$ cat src/bpc_pkg.sv
// Package for the button press classifier: action codes, register
// indexes and the state and configuration structs shared by all modules.
// No dependencies.
`timescale 1ns / 1ps

package bpc_pkg;

  localparam int unsigned TimeW    = 32;
  localparam int unsigned CfgAddrW = 3;

  typedef enum logic [1:0] {
    ACT_NONE  = 2'd0,
    ACT_IDLE  = 2'd1,
    ACT_SHORT = 2'd2,
    ACT_LONG  = 2'd3
  } action_e;

  localparam logic [CfgAddrW-1:0] CFG_BOUNCE = 3'd0;
  localparam logic [CfgAddrW-1:0] CFG_SHORT  = 3'd1;
  localparam logic [CfgAddrW-1:0] CFG_LONG   = 3'd2;
  localparam logic [CfgAddrW-1:0] CFG_IDLE   = 3'd3;

  localparam logic [TimeW-1:0] BounceRst = 32'd50;
  localparam logic [TimeW-1:0] ShortRst  = 32'd100;
  localparam logic [TimeW-1:0] LongRst   = 32'd1000;
  localparam logic [TimeW-1:0] IdleRst   = 32'd5000;

  typedef struct packed {
    logic             pressed;
    logic             ready;
    logic [TimeW-1:0] last_edge_ms;
    logic [TimeW-1:0] press_length;
  } state_t;

  typedef struct packed {
    logic [TimeW-1:0] bounce_period;
    logic [TimeW-1:0] short_period;
    logic [TimeW-1:0] long_period;
    logic [TimeW-1:0] idle_period;
  } cfg_t;

endpackage

$ cat src/bpc_core.sv
// Classification logic for one beat: computes the next button state and
// the reported action from the current state, the registers and the beat.
// Depends on bpc_pkg.
`timescale 1ns / 1ps

module bpc_core (
  input  logic                     mode_i,
  input  logic [bpc_pkg::TimeW-1:0] now_ms_i,
  input  bpc_pkg::state_t          state_i,
  input  bpc_pkg::cfg_t            cfg_i,
  output bpc_pkg::state_t          state_o,
  output bpc_pkg::action_e         action_o
);

  logic [bpc_pkg::TimeW-1:0] since;
  bpc_pkg::action_e          kind;
  logic                      ready_mid;

  assign since = now_ms_i - state_i.last_edge_ms;

  always_comb begin
    state_o   = state_i;
    action_o  = bpc_pkg::ACT_NONE;
    kind      = bpc_pkg::ACT_NONE;
    ready_mid = state_i.ready;
    if (mode_i) begin
      if (since >= cfg_i.bounce_period) begin
        state_o.pressed      = ~state_i.pressed;
        state_o.last_edge_ms = now_ms_i;
        if (!state_i.pressed) begin
          state_o.ready        = 1'b1;
          state_o.press_length = '0;
        end else begin
          state_o.press_length = since;
        end
      end
    end else begin
      if (state_i.pressed) begin
        if (since >= cfg_i.long_period) begin
          kind                 = bpc_pkg::ACT_LONG;
          state_o.last_edge_ms = now_ms_i;
        end
      end else if (since > cfg_i.idle_period) begin
        kind      = bpc_pkg::ACT_IDLE;
        ready_mid = 1'b1;
      end else if (state_i.press_length > cfg_i.short_period) begin
        kind = bpc_pkg::ACT_SHORT;
      end
      state_o.ready = ready_mid;
      if (ready_mid && (kind != bpc_pkg::ACT_NONE)) begin
        action_o      = kind;
        state_o.ready = 1'b0;
        if ((kind == bpc_pkg::ACT_IDLE) || (kind == bpc_pkg::ACT_LONG)) begin
          state_o.last_edge_ms = now_ms_i;
        end
      end
    end
  end

endmodule

$ cat src/button_press_classifier_top.sv
// Top level of the button press classifier: input register, state and
// configuration registers, and the result register around bpc_core.
// Depends on bpc_pkg and bpc_core.
//
// Each input beat carries mode_i (0 poll tick, 1 button edge) and a
// free-running millisecond timestamp now_ms_i. Every accepted beat yields
// exactly one result beat on action_o: an edge beat always reports none,
// a poll beat reports none, idle, short press or long press.
// A beat is accepted when in_valid_i is high and in_stall_o is low; a
// result is taken when out_valid_o is high and out_stall_i is low.
// The accepted beat sits in the input register, where the state is read
// and updated, and its result then passes into the result register, from
// which it is taken.
// One beat is accepted every cycle while the output is not stalled; the
// single pass through one subtract and a few compares sets that rate.
// When the receiver stalls, the result register holds, then the input
// register fills and in_stall_o rises until the result is taken.
// Reset clears the button state and loads the default periods (50, 100,
// 1000, 5000 ms). The user must write the registers through cfg_we_i only
// while idle (not enforced by the block); indexes above three are ignored.
`timescale 1ns / 1ps

module button_press_classifier_top (
  input  logic                          clk_i,
  input  logic                          rst_ni,
  input  logic                          in_valid_i,
  output logic                          in_stall_o,
  input  logic                          mode_i,
  input  logic [bpc_pkg::TimeW-1:0]     now_ms_i,
  output logic                          out_valid_o,
  input  logic                          out_stall_i,
  output logic [1:0]                    action_o,
  input  logic                          cfg_we_i,
  input  logic [bpc_pkg::CfgAddrW-1:0]  cfg_addr_i,
  input  logic [bpc_pkg::TimeW-1:0]     cfg_wdata_i
);

  logic                      s1_valid_q;
  logic                      s1_mode_q;
  logic [bpc_pkg::TimeW-1:0] s1_now_q;
  logic                      out_valid_q;
  bpc_pkg::action_e          out_action_q;
  bpc_pkg::state_t           state_q;
  bpc_pkg::state_t           state_d;
  bpc_pkg::cfg_t             cfg_q;
  bpc_pkg::action_e          core_action;
  logic                      s1_adv;
  logic                      s1_fire;
  logic                      in_fire;

  assign s1_adv     = ~out_valid_q | ~out_stall_i;
  assign s1_fire    = s1_valid_q & s1_adv;
  assign in_stall_o = s1_valid_q & ~s1_adv;
  assign in_fire    = in_valid_i & ~in_stall_o;

  assign out_valid_o = out_valid_q;
  assign action_o    = out_action_q;

  bpc_core u_core (
    .mode_i   (s1_mode_q),
    .now_ms_i (s1_now_q),
    .state_i  (state_q),
    .cfg_i    (cfg_q),
    .state_o  (state_d),
    .action_o (core_action)
  );

  always_ff @(posedge clk_i or negedge rst_ni) begin
    if (!rst_ni) begin
      s1_valid_q  <= 1'b0;
      out_valid_q <= 1'b0;
      state_q     <= '0;
    end else begin
      if (in_fire) begin
        s1_valid_q <= 1'b1;
      end else if (s1_adv) begin
        s1_valid_q <= 1'b0;
      end
      if (s1_adv) begin
        out_valid_q <= s1_valid_q;
      end
      if (s1_fire) begin
        state_q <= state_d;
      end
    end
  end

  always_ff @(posedge clk_i) begin
    if (in_fire) begin
      s1_mode_q <= mode_i;
      s1_now_q  <= now_ms_i;
    end
    if (s1_fire) begin
      out_action_q <= core_action;
    end
  end

  always_ff @(posedge clk_i or negedge rst_ni) begin
    if (!rst_ni) begin
      cfg_q.bounce_period <= bpc_pkg::BounceRst;
      cfg_q.short_period  <= bpc_pkg::ShortRst;
      cfg_q.long_period   <= bpc_pkg::LongRst;
      cfg_q.idle_period   <= bpc_pkg::IdleRst;
    end else if (cfg_we_i) begin
      case (cfg_addr_i)
        bpc_pkg::CFG_BOUNCE: cfg_q.bounce_period <= cfg_wdata_i;
        bpc_pkg::CFG_SHORT:  cfg_q.short_period  <= cfg_wdata_i;
        bpc_pkg::CFG_LONG:   cfg_q.long_period   <= cfg_wdata_i;
        bpc_pkg::CFG_IDLE:   cfg_q.idle_period   <= cfg_wdata_i;
        default: begin
        end
      endcase
    end
  end

  // An edge beat never produces an action.
  a_edge_none: assert property (@(posedge clk_i) disable iff (!rst_ni)
    s1_fire && s1_mode_q |=> out_action_q == bpc_pkg::ACT_NONE)
    else $error("edge beat produced an action");

  // Reporting an action disarms the block.
  a_report_disarms: assert property (@(posedge clk_i) disable iff (!rst_ni)
    s1_fire && (core_action != bpc_pkg::ACT_NONE) |=> !state_q.ready)
    else $error("ready still set after a report");

  // An accepted press arms the block.
  a_press_arms: assert property (@(posedge clk_i) disable iff (!rst_ni)
    s1_fire && s1_mode_q && !state_q.pressed && state_d.pressed |=> state_q.ready)
    else $error("press did not arm the block");

  // The button state only moves when a beat passes through.
  a_state_hold: assert property (@(posedge clk_i) disable iff (!rst_ni)
    !s1_fire |=> $stable(state_q))
    else $error("state changed without a beat");

endmodule
$ cat config.mk
export PLATFORM = sky130hd
export DESIGN_NAME = button_press_classifier_top
export DESIGN_NICKNAME = d
export VERILOG_FILES = /design/src/bpc_pkg.sv /design/src/bpc_core.sv /design/src/button_press_classifier_top.sv
export SDC_FILE = /design/constraint.sdc
export NUM_CORES = 1
export LEC_CHECK = 0
export BUFFER_PORTS_ARGS = -buffer_cell sky130_fd_sc_hd__buf_2
export CAP_MARGIN = 20
export CELL_PAD_IN_SITES_DETAIL_PLACEMENT = 0
export CELL_PAD_IN_SITES_GLOBAL_PLACEMENT = 2
export CORE_ASPECT_RATIO = 2
export CORE_MARGIN = 1
export CORE_UTILIZATION = 44
export DETAILED_ROUTE_END_ITERATION = 6
export GPL_TIMING_DRIVEN = 1
export PLACE_DENSITY_LB_ADDON = 0.1
export REMOVE_ABC_BUFFERS = 1
export SLEW_MARGIN = 15
export SYNTH_ARGS = -nofsm -noshare
export SYNTH_HDL_FRONTEND = slang
export SYNTH_SLANG_ARGS = --single-unit
$ cat constraint.sdc
create_clock -name clk_i -period 12.45 [get_ports clk_i]
set_input_delay 1.245 -clock clk_i [delete_from_list [all_inputs] [get_ports clk_i]]
set_output_delay 1.245 -clock clk_i [all_outputs]
set_load 0.05 [all_outputs]
==> impl_metrics.py, run 1 <==
metrics = {
    "critical_path": {
        "crit_required_ns": 12.87,
        "max_stage_delay_ns": 0.56,
        "path_depth": 21,
        "start_kind": "flip-flop",
        "cpLargestDelayFamily": "compound AO/OA/AOI/OAI gates",
        "endpoint_kind": "flip-flop",
        "critical_path.cell_chain": "inv_1 -> ha_1 -> inv_1 -> fa_1 -> a211oi_1 -> o21ai_0 -> or3b_2 -> a21o_1 -> a21oi_1 -> a21oi_1 -> xnor2_1 -> ha_1 -> nand2_1 -> o21ai_0 -> a221oi_1 -> nand3b_1 -> o31ai_2 -> nor2_2 -> o311ai_4 -> buf_4 -> mux2_2",
        "cp_slowest_cell": "a221oi_1",
        "worstSetupPathType": "reg -> reg",
        "reg2regPathDepth": 21,
        "cp_num_buf_inv": 3,
        "crit_path_max_fanout": 32,
        "cp.arrival_ns": 6.22,
    },
    "power_and_ir_drop": {
        "p_per_area_nw_per_um2": 279,
        "power_mw": 4.13,
        "pwr-share-comb_pct": 56.0,
        "sequentialPowerShare_pct": 25.5,
        "power.switching_mw": 1.80,
        "clock_power_share_pct": 18.5,
        "switching_share_pct": 43.5,
        "p_int_mw": 2.34,
        "ir_drop_uv": 141,
        "p_leak_nw": 7.23,
    },
    "sta": {
        "hold_viol": 0,
        "finalSetupViolations": 0,
        "skew_ns": 0.0135,
        "worstMarginPinSlew_ns": 1.09,
        "slew_violations": 0,
        "relSlewSlack_pct": 27.2,
        "tns_ns": 0,
        "setup_ws_ns": 6.64,
        "fmax_mhz": 172,
        "min_period_ns": 5.81,
        "rsz0062_at_grt": "no",
        "fin_hold_ws_ns": 0.475,
        "fin_crit_sh_pct": 46.6,
    },
    "cts": {
        "clk_latency_ns": 0.54,
        "cts_num_sinks": 231,
        "post-cts-setup-buffers": 0,
        "cts_tree": "built",
        "clkSlewWorstSetupHoldPaths_ns": 0.06,
        "cts_buffers": 24,
        "clk_path_buf_depth": 3,
        "cts_hold_buf": 0,
        "post_cts_resized": 0,
        "cts-htree-levels": 1,
        "root_buffer": "clkbuf_16",
    },
    "placement": {
        "dpl-instance-area_um2": 14000,
        "dpl.cell_count": 1711,
        "io_buffers": 76,
        "gp_congestion": 0.815,
        "pre_cts_ws_ns": 6.62,
        "hpwl_um": 25900,
    },
    "finish": {
        "finish.instance_area_um2": 14800,
        "utilization_pct": 50.3,
        "drive_gt1_share_pct": 16.3,
        "final_net_count": 1606,
        "syn_to_final_growth_pct": 12.3,
        "n_antenna_cell": 0,
        "fin_cells": 1755,
    },
    "global_route": {
        "grt.overflow.total": 0,
        "grt_pass1_vias": 9838,
        "antenna_found_initial": 0,
        "grt_pass1_wl_um": 54500,
        "grt_start_max_net_pins": 80,
        "grt_usage_pct": 23.2,
    },
    "flow_run": {
        "maxCapViolations": 0,
    },
    "synth": {
        "synth_area_leaders": "dfrtp_1 (34%), ha_1 (15%), edfxtp_1 (8.0%)",
        "yosysSeqAreaShare_pct": 45.3,
        "ys_ff_latch": 231,
        "syn_area_per_cell_um2": 10.2,
        "syn-cell-area_um2": 13200,
        "synthCells": 1294,
        "netlist.area_leader.share_pct": 33.9,
        "ys.flop_type": "dfrtp_1",
        "synth.distinct_cells": 71,
        "synth_warnings": 0,
        "async_reset_ff_share_pct": 84.8,
        "synth_edf_count": 35,
        "netlist.top_cell.by_area": "dfrtp_1",
    },
    "routing": {
        "firstDrtPassIters": 4,
        "via_per_inst": 5.36,
        "drt_iter0_drc": 282,
        "ant_nets": 0,
        "dr_total_vias": 9406,
        "wl_um": 34900,
        "drc": 0,
        "routedWlPerCell_um": 19.9,
    },
    "die": {
        "fp.dieArea_um2": 30800,
        "dieWidth_um": 125,
        "row_count": 89,
        "core_um2": 29500,
        "start_util_pct": 44.8,
        "die_h_um": 247,
        "io_pins": 77,
    },
    "hold_path": {
        "worstHoldPathType": "reg -> reg",
        "worstHoldPathCells": 2,
    },
    "outcome": {
        "outcome": "finished clean",
    },
}
## power groups by stage
| stage | clock [mW] | combinational [mW] | sequential [mW] |
|---|---|---|---|
| 2_1_floorplan | 0 | 1.61 | 1.05 |
| 3_3_place_gp | 0 | 2.32 | 1.06 |
| 3_5_place_dp | 0 | 2.34 | 1.07 |
| 4_1_cts | 0.784 | 2.36 | 1.06 |
| 5_1_grt | 0.807 | 2.59 | 1.08 |
| 6_report | 0.763 | 2.32 | 1.05 |
## layer usage
layer,up-vias,part of all wire (%),GRT usage (%),wire length (µm)
met5,-,0,0,0
met4,0,3.6,9.43,1270
met3,60,2.5,2.27,884
met2,139,57,47.3,19900
met1,4538,37,23.5,12800
li1,4669,-,-,-
## Yosys cell counts (30+ instances only)
library cell,n
a21o_1,36
a21oi_1,60
dfrtp_1,179
edfxtp_1,35
ha_1,159
inv_1,165
mux2_2,37
nand2_1,165
nor2_1,30
o21ai_0,123
## worst register-to-register path, stage by stage (launching register included)
cell,delay (ns)
edfxtp_1,0.34
inv_1,0.05
ha_1,0.20
inv_1,0.07
fa_1,0.22
a211oi_1,0.08
o21ai_0,0.21
or3b_2,0.52
a21o_1,0.24
a21oi_1,0.24
a21oi_1,0.13
xnor2_1,0.50
ha_1,0.35
nand2_1,0.08
o21ai_0,0.09
a221oi_1,0.56
nand3b_1,0.17
o31ai_2,0.34
nor2_2,0.13
o311ai_4,0.22
buf_4,0.52
mux2_2,0.44
## state kept, by name (all words and copies together), names as in the netlist
name and cells:
cfg_q 128, state_q 66, s1_now_q 32, action_o 2, out_valid_o 1, s1_mode_q 1
s1_valid_q 1
## worst paths after layout
check,start,to,slack (ns)
setup / recovery,s1_now_q[0],state_q[32],6.64
hold / removal,state_q[5],state_q[5],0.48
setup reg to reg,s1_now_q[0],state_q[32],6.64
hold reg to reg,state_q[5],state_q[5],0.48
max in group asynchronous,rst_ni,state_q[32],10.34
min in group asynchronous,rst_ni,cfg_q[89],0.76
## cells by family (layout without fill, tap and decap cells)
kind of cell	Yosys count	count (layout)	synth area share [%]
muxes	68	68	6.53
buffers and inverters	200	297	5.96
xor gates and xnor gates	30	30	1.99
AOI/OAI and AO/OA	302	302	14.4
and+or+nand+nor	303	303	10.7
adders and majority gates	160	160	15.2
DFF	231	231	45.3
## layout make-up
| cell class | count | area [µm²] |
|---|---|---|
| flip-flops and latches | 231 | 5980 |
| repair buffers | 88 | 479 |
| fillers | 2776 | 14700 |
| multi-input cells | 863 | 6480 |
| clock buffers | 33 | 686 |
| inverters | 165 | 619 |
| well taps | 364 | 455 |
| clock inverters | 11 | 138 |
## placed cells by master (no fill, tap or decap), types with 25 or more instances in the layout
master       n
nor2_1      28
dfrtp_1    179
ha_1       159
nand2_1    165
a21oi_1     60
nand3_1     26
inv_1      165
mux2_4      27
mux2_2      37
o21ai_0    123
a21o_1      36
buf_2       75
edfxtp_1    35
clkbuf_16   25
Note: power is estimated with default switching activity, not from simulation.
==> run 2, diff against run 1 <==
--- a/config.mk
+++ b/config.mk
@@ -11,7 +11,7 @@
 export CELL_PAD_IN_SITES_GLOBAL_PLACEMENT = 2
 export CORE_ASPECT_RATIO = 2
 export CORE_MARGIN = 1
-export CORE_UTILIZATION = 44
+export CORE_UTILIZATION = 37
 export DETAILED_ROUTE_END_ITERATION = 6
 export GPL_TIMING_DRIVEN = 1
 export PLACE_DENSITY_LB_ADDON = 0.1
==> constraint.sdc (replaced) <==
create_clock -name clk_i -period 5.05 [get_ports clk_i]
set_input_delay 0.505 -clock clk_i [delete_from_list [all_inputs] [get_ports clk_i]]
set_output_delay 0.505 -clock clk_i [all_outputs]
set_load 0.05 [all_outputs]
==> impl_metrics.py, run 2 (same netlist as run 1, synthesis figures left out) <==
metrics = {
    "outcome": {
        "outcome": "finished clean",
    },
    "sta": {
        "setup_ws_ns": 0.103,
        "min_period_ns": 4.95,
        "fmax_mhz": 202,
        "hold_viol": 0,
        "rsz0062_at_grt": "yes",
        "worstMarginPinSlew_ns": 0.892,
        "slew_violations": 0,
        "relSlewSlack_pct": 40.5,
        "finalSetupViolations": 0,
        "fin_crit_sh_pct": 98.0,
        "skew_ns": 0.0102,
    },
    "routing": {
        "firstDrtPassIters": 4,
        "via_per_inst": 5.09,
        "wl_um": 38200,
        "drt_iter0_drc": 316,
        "drc": 0,
        "routedWlPerCell_um": 19.6,
        "ant_nets": 0,
        "dr_total_vias": 9883,
    },
    "die": {
        "start_util_pct": 37.7,
        "die_h_um": 269,
        "io_pins": 77,
        "fp.dieArea_um2": 36500,
        "dieWidth_um": 136,
        "core_um2": 35100,
        "row_count": 97,
    },
    "critical_path": {
        "crit_top_cell": "buf_4",
        "rr_startpoint": "s1_now_q[6]",
        "worstSetupPathType": "reg -> reg",
        "cp_num_buf_inv": 5,
        "cp.arrival_ns": 5.37,
        "crit_start": "s1_now_q[6]",
        "cp_slowest_cell": "a2111o_1",
        "critical_path.cell_chain": "ha_1 -> a2111o_1 -> o21ai_1 -> buf_4 -> nand2b_1 -> a21o_1 -> a31oi_1 -> xnor2_1 -> buf_4 -> ha_1 -> a21oi_1 -> a31oi_1 -> buf_4 -> nand3b_1 -> o31ai_2 -> nor2_2 -> o311ai_4 -> buf_12 -> buf_6 -> mux2_2",
        "max_stage_delay_ns": 0.42,
        "endpoint_kind": "flip-flop",
        "crit_path_max_fanout": 6,
        "start_kind": "flip-flop",
        "cpLargestDelayFamily": "compound AO/OA/AOI/OAI gates",
        "crit_required_ns": 5.47,
    },
    "power_and_ir_drop": {
        "ir_drop_uv": 345,
        "p_per_area_nw_per_um2": 727,
        "p_leak_nw": 7.84,
        "power_mw": 11.6,
    },
    "placement": {
        "hpwl_um": 29300,
        "pre_cts_ws_ns": -0.106,
        "dpl-instance-area_um2": 14900,
        "gp_congestion": 0.829,
        "io_buffers": 76,
    },
    "cts": {
        "cts_tree": "built",
        "clk_path_buf_depth": 3,
        "cts-htree-levels": 1,
        "cts_buffers": 25,
        "cts_num_sinks": 231,
        "root_buffer": "clkbuf_16",
        "cts_hold_buf": 0,
        "clk_latency_ns": 0.54,
        "clkSlewWorstSetupHoldPaths_ns": 0.06,
    },
    "finish": {
        "final_cell_mix": "dfrtp_1 (179), nand2_1 (165), inv_1 (164)",
        "multiInputGateArea_um2": 6630,
        "utilization_pct": 45.6,
        "top_regs": "cfg_q x128, state_q x66, s1_now_q x32",
        "final_common_cell": "dfrtp_1",
        "n_antenna_cell": 0,
        "top_register": "cfg_q",
        "n_fill_cell": 3440,
        "register_area_um2": 5980,
        "final_net_count": 1712,
        "largest_reg_flops": 128,
        "syn_to_final_growth_pct": 21.1,
        "finish.instance_area_um2": 16000,
        "drive_gt1_share_pct": 23.7,
    },
    "hold_path": {
        "worstHoldPathType": "in -> async",
    },
    "global_route": {
        "grt_usage_pct": 21.5,
        "antenna_found_initial": 0,
        "grt.overflow.total": 0,
        "grt_start_max_net_pins": 104,
        "grt_pass1_wl_um": 58700,
        "grt_pass1_vias": 10489,
    },
    "flow_run": {
        "maxCapViolations": 0,
    },
}
## run 2: final timing paths
path | endpoint | slack (ns) | cells after the start
max in group asynchronous | state_q[43] | 3.69 | 2
setup reg to reg | state_q[32] | 0.10 | 20
setup / recovery | state_q[32] | 0.10 | 20
hold / removal | cfg_q[87] | 0.06 | 1
hold reg to reg | state_q[5] | 0.48 | 2
min in group clk_i | s1_now_q[19] | 0.14 | 1
## run 2: final cells by class
type,instances,area share [%]
Timing Repair Buffer,193,8.68
Sequential cell,231,37.4
Multi-Input combinational cell,863,41.5
Clock buffer,37,4.51
Clock inverter,9,0.618
Inverter,165,3.87
Tap cell,445,3.48
## run 2: metrics by stage
| stage | hold slack [ns] | std cells | TNS, ns |
|---|---|---|---|
| floorplan | 0.209 | 1259 | -13.15 |
| CTS | 0.108 | 1935 | 0 |
| finish | 0.0625 | 1943 | 0 |
| detailed placement | 0.465 | 1889 | -2.79 |
| global route | 0.114 | 1943 | -2.44 |
| global placement | 0.460 | 1889 | 0 |
## run 2: power breakdown
group,switching [mW],internal [mW]
registers,0.213,2.39
logic,3.85,3.31
clock network,0.767,1.09
total,4.83,6.79
## run 2: worst register-to-register path, cell delays in order, from the launching register on
cell	delay, ns
edfxtp_1	0.39
ha_1	0.36
a2111o_1	0.42
o21ai_1	0.21
buf_4	0.15
nand2b_1	0.06
a21o_1	0.21
a31oi_1	0.25
xnor2_1	0.17
buf_4	0.19
ha_1	0.28
a21oi_1	0.35
a31oi_1	0.16
buf_4	0.15
nand3b_1	0.15
o31ai_2	0.26
nor2_2	0.09
o311ai_4	0.31
buf_12	0.18
buf_6	0.16
mux2_2	0.35
## run 2: per-layer routing
metal  global-route usage [%]  part of all wire [%]  up-vias
met2                     41.9                    56      130
met3                     2.14                   2.3       68
met1                     21.5                    36     4814
met5                        0                     0        -
met4                     11.8                   5.7        0
li1                         -                     -     4871
## run 2: repair_timing
action	CTS	global route
pin swaps	3	24
setup endpoints to repair	31	65
resized for setup	6	30
buffers inserted	0	5
gates cloned	0	3
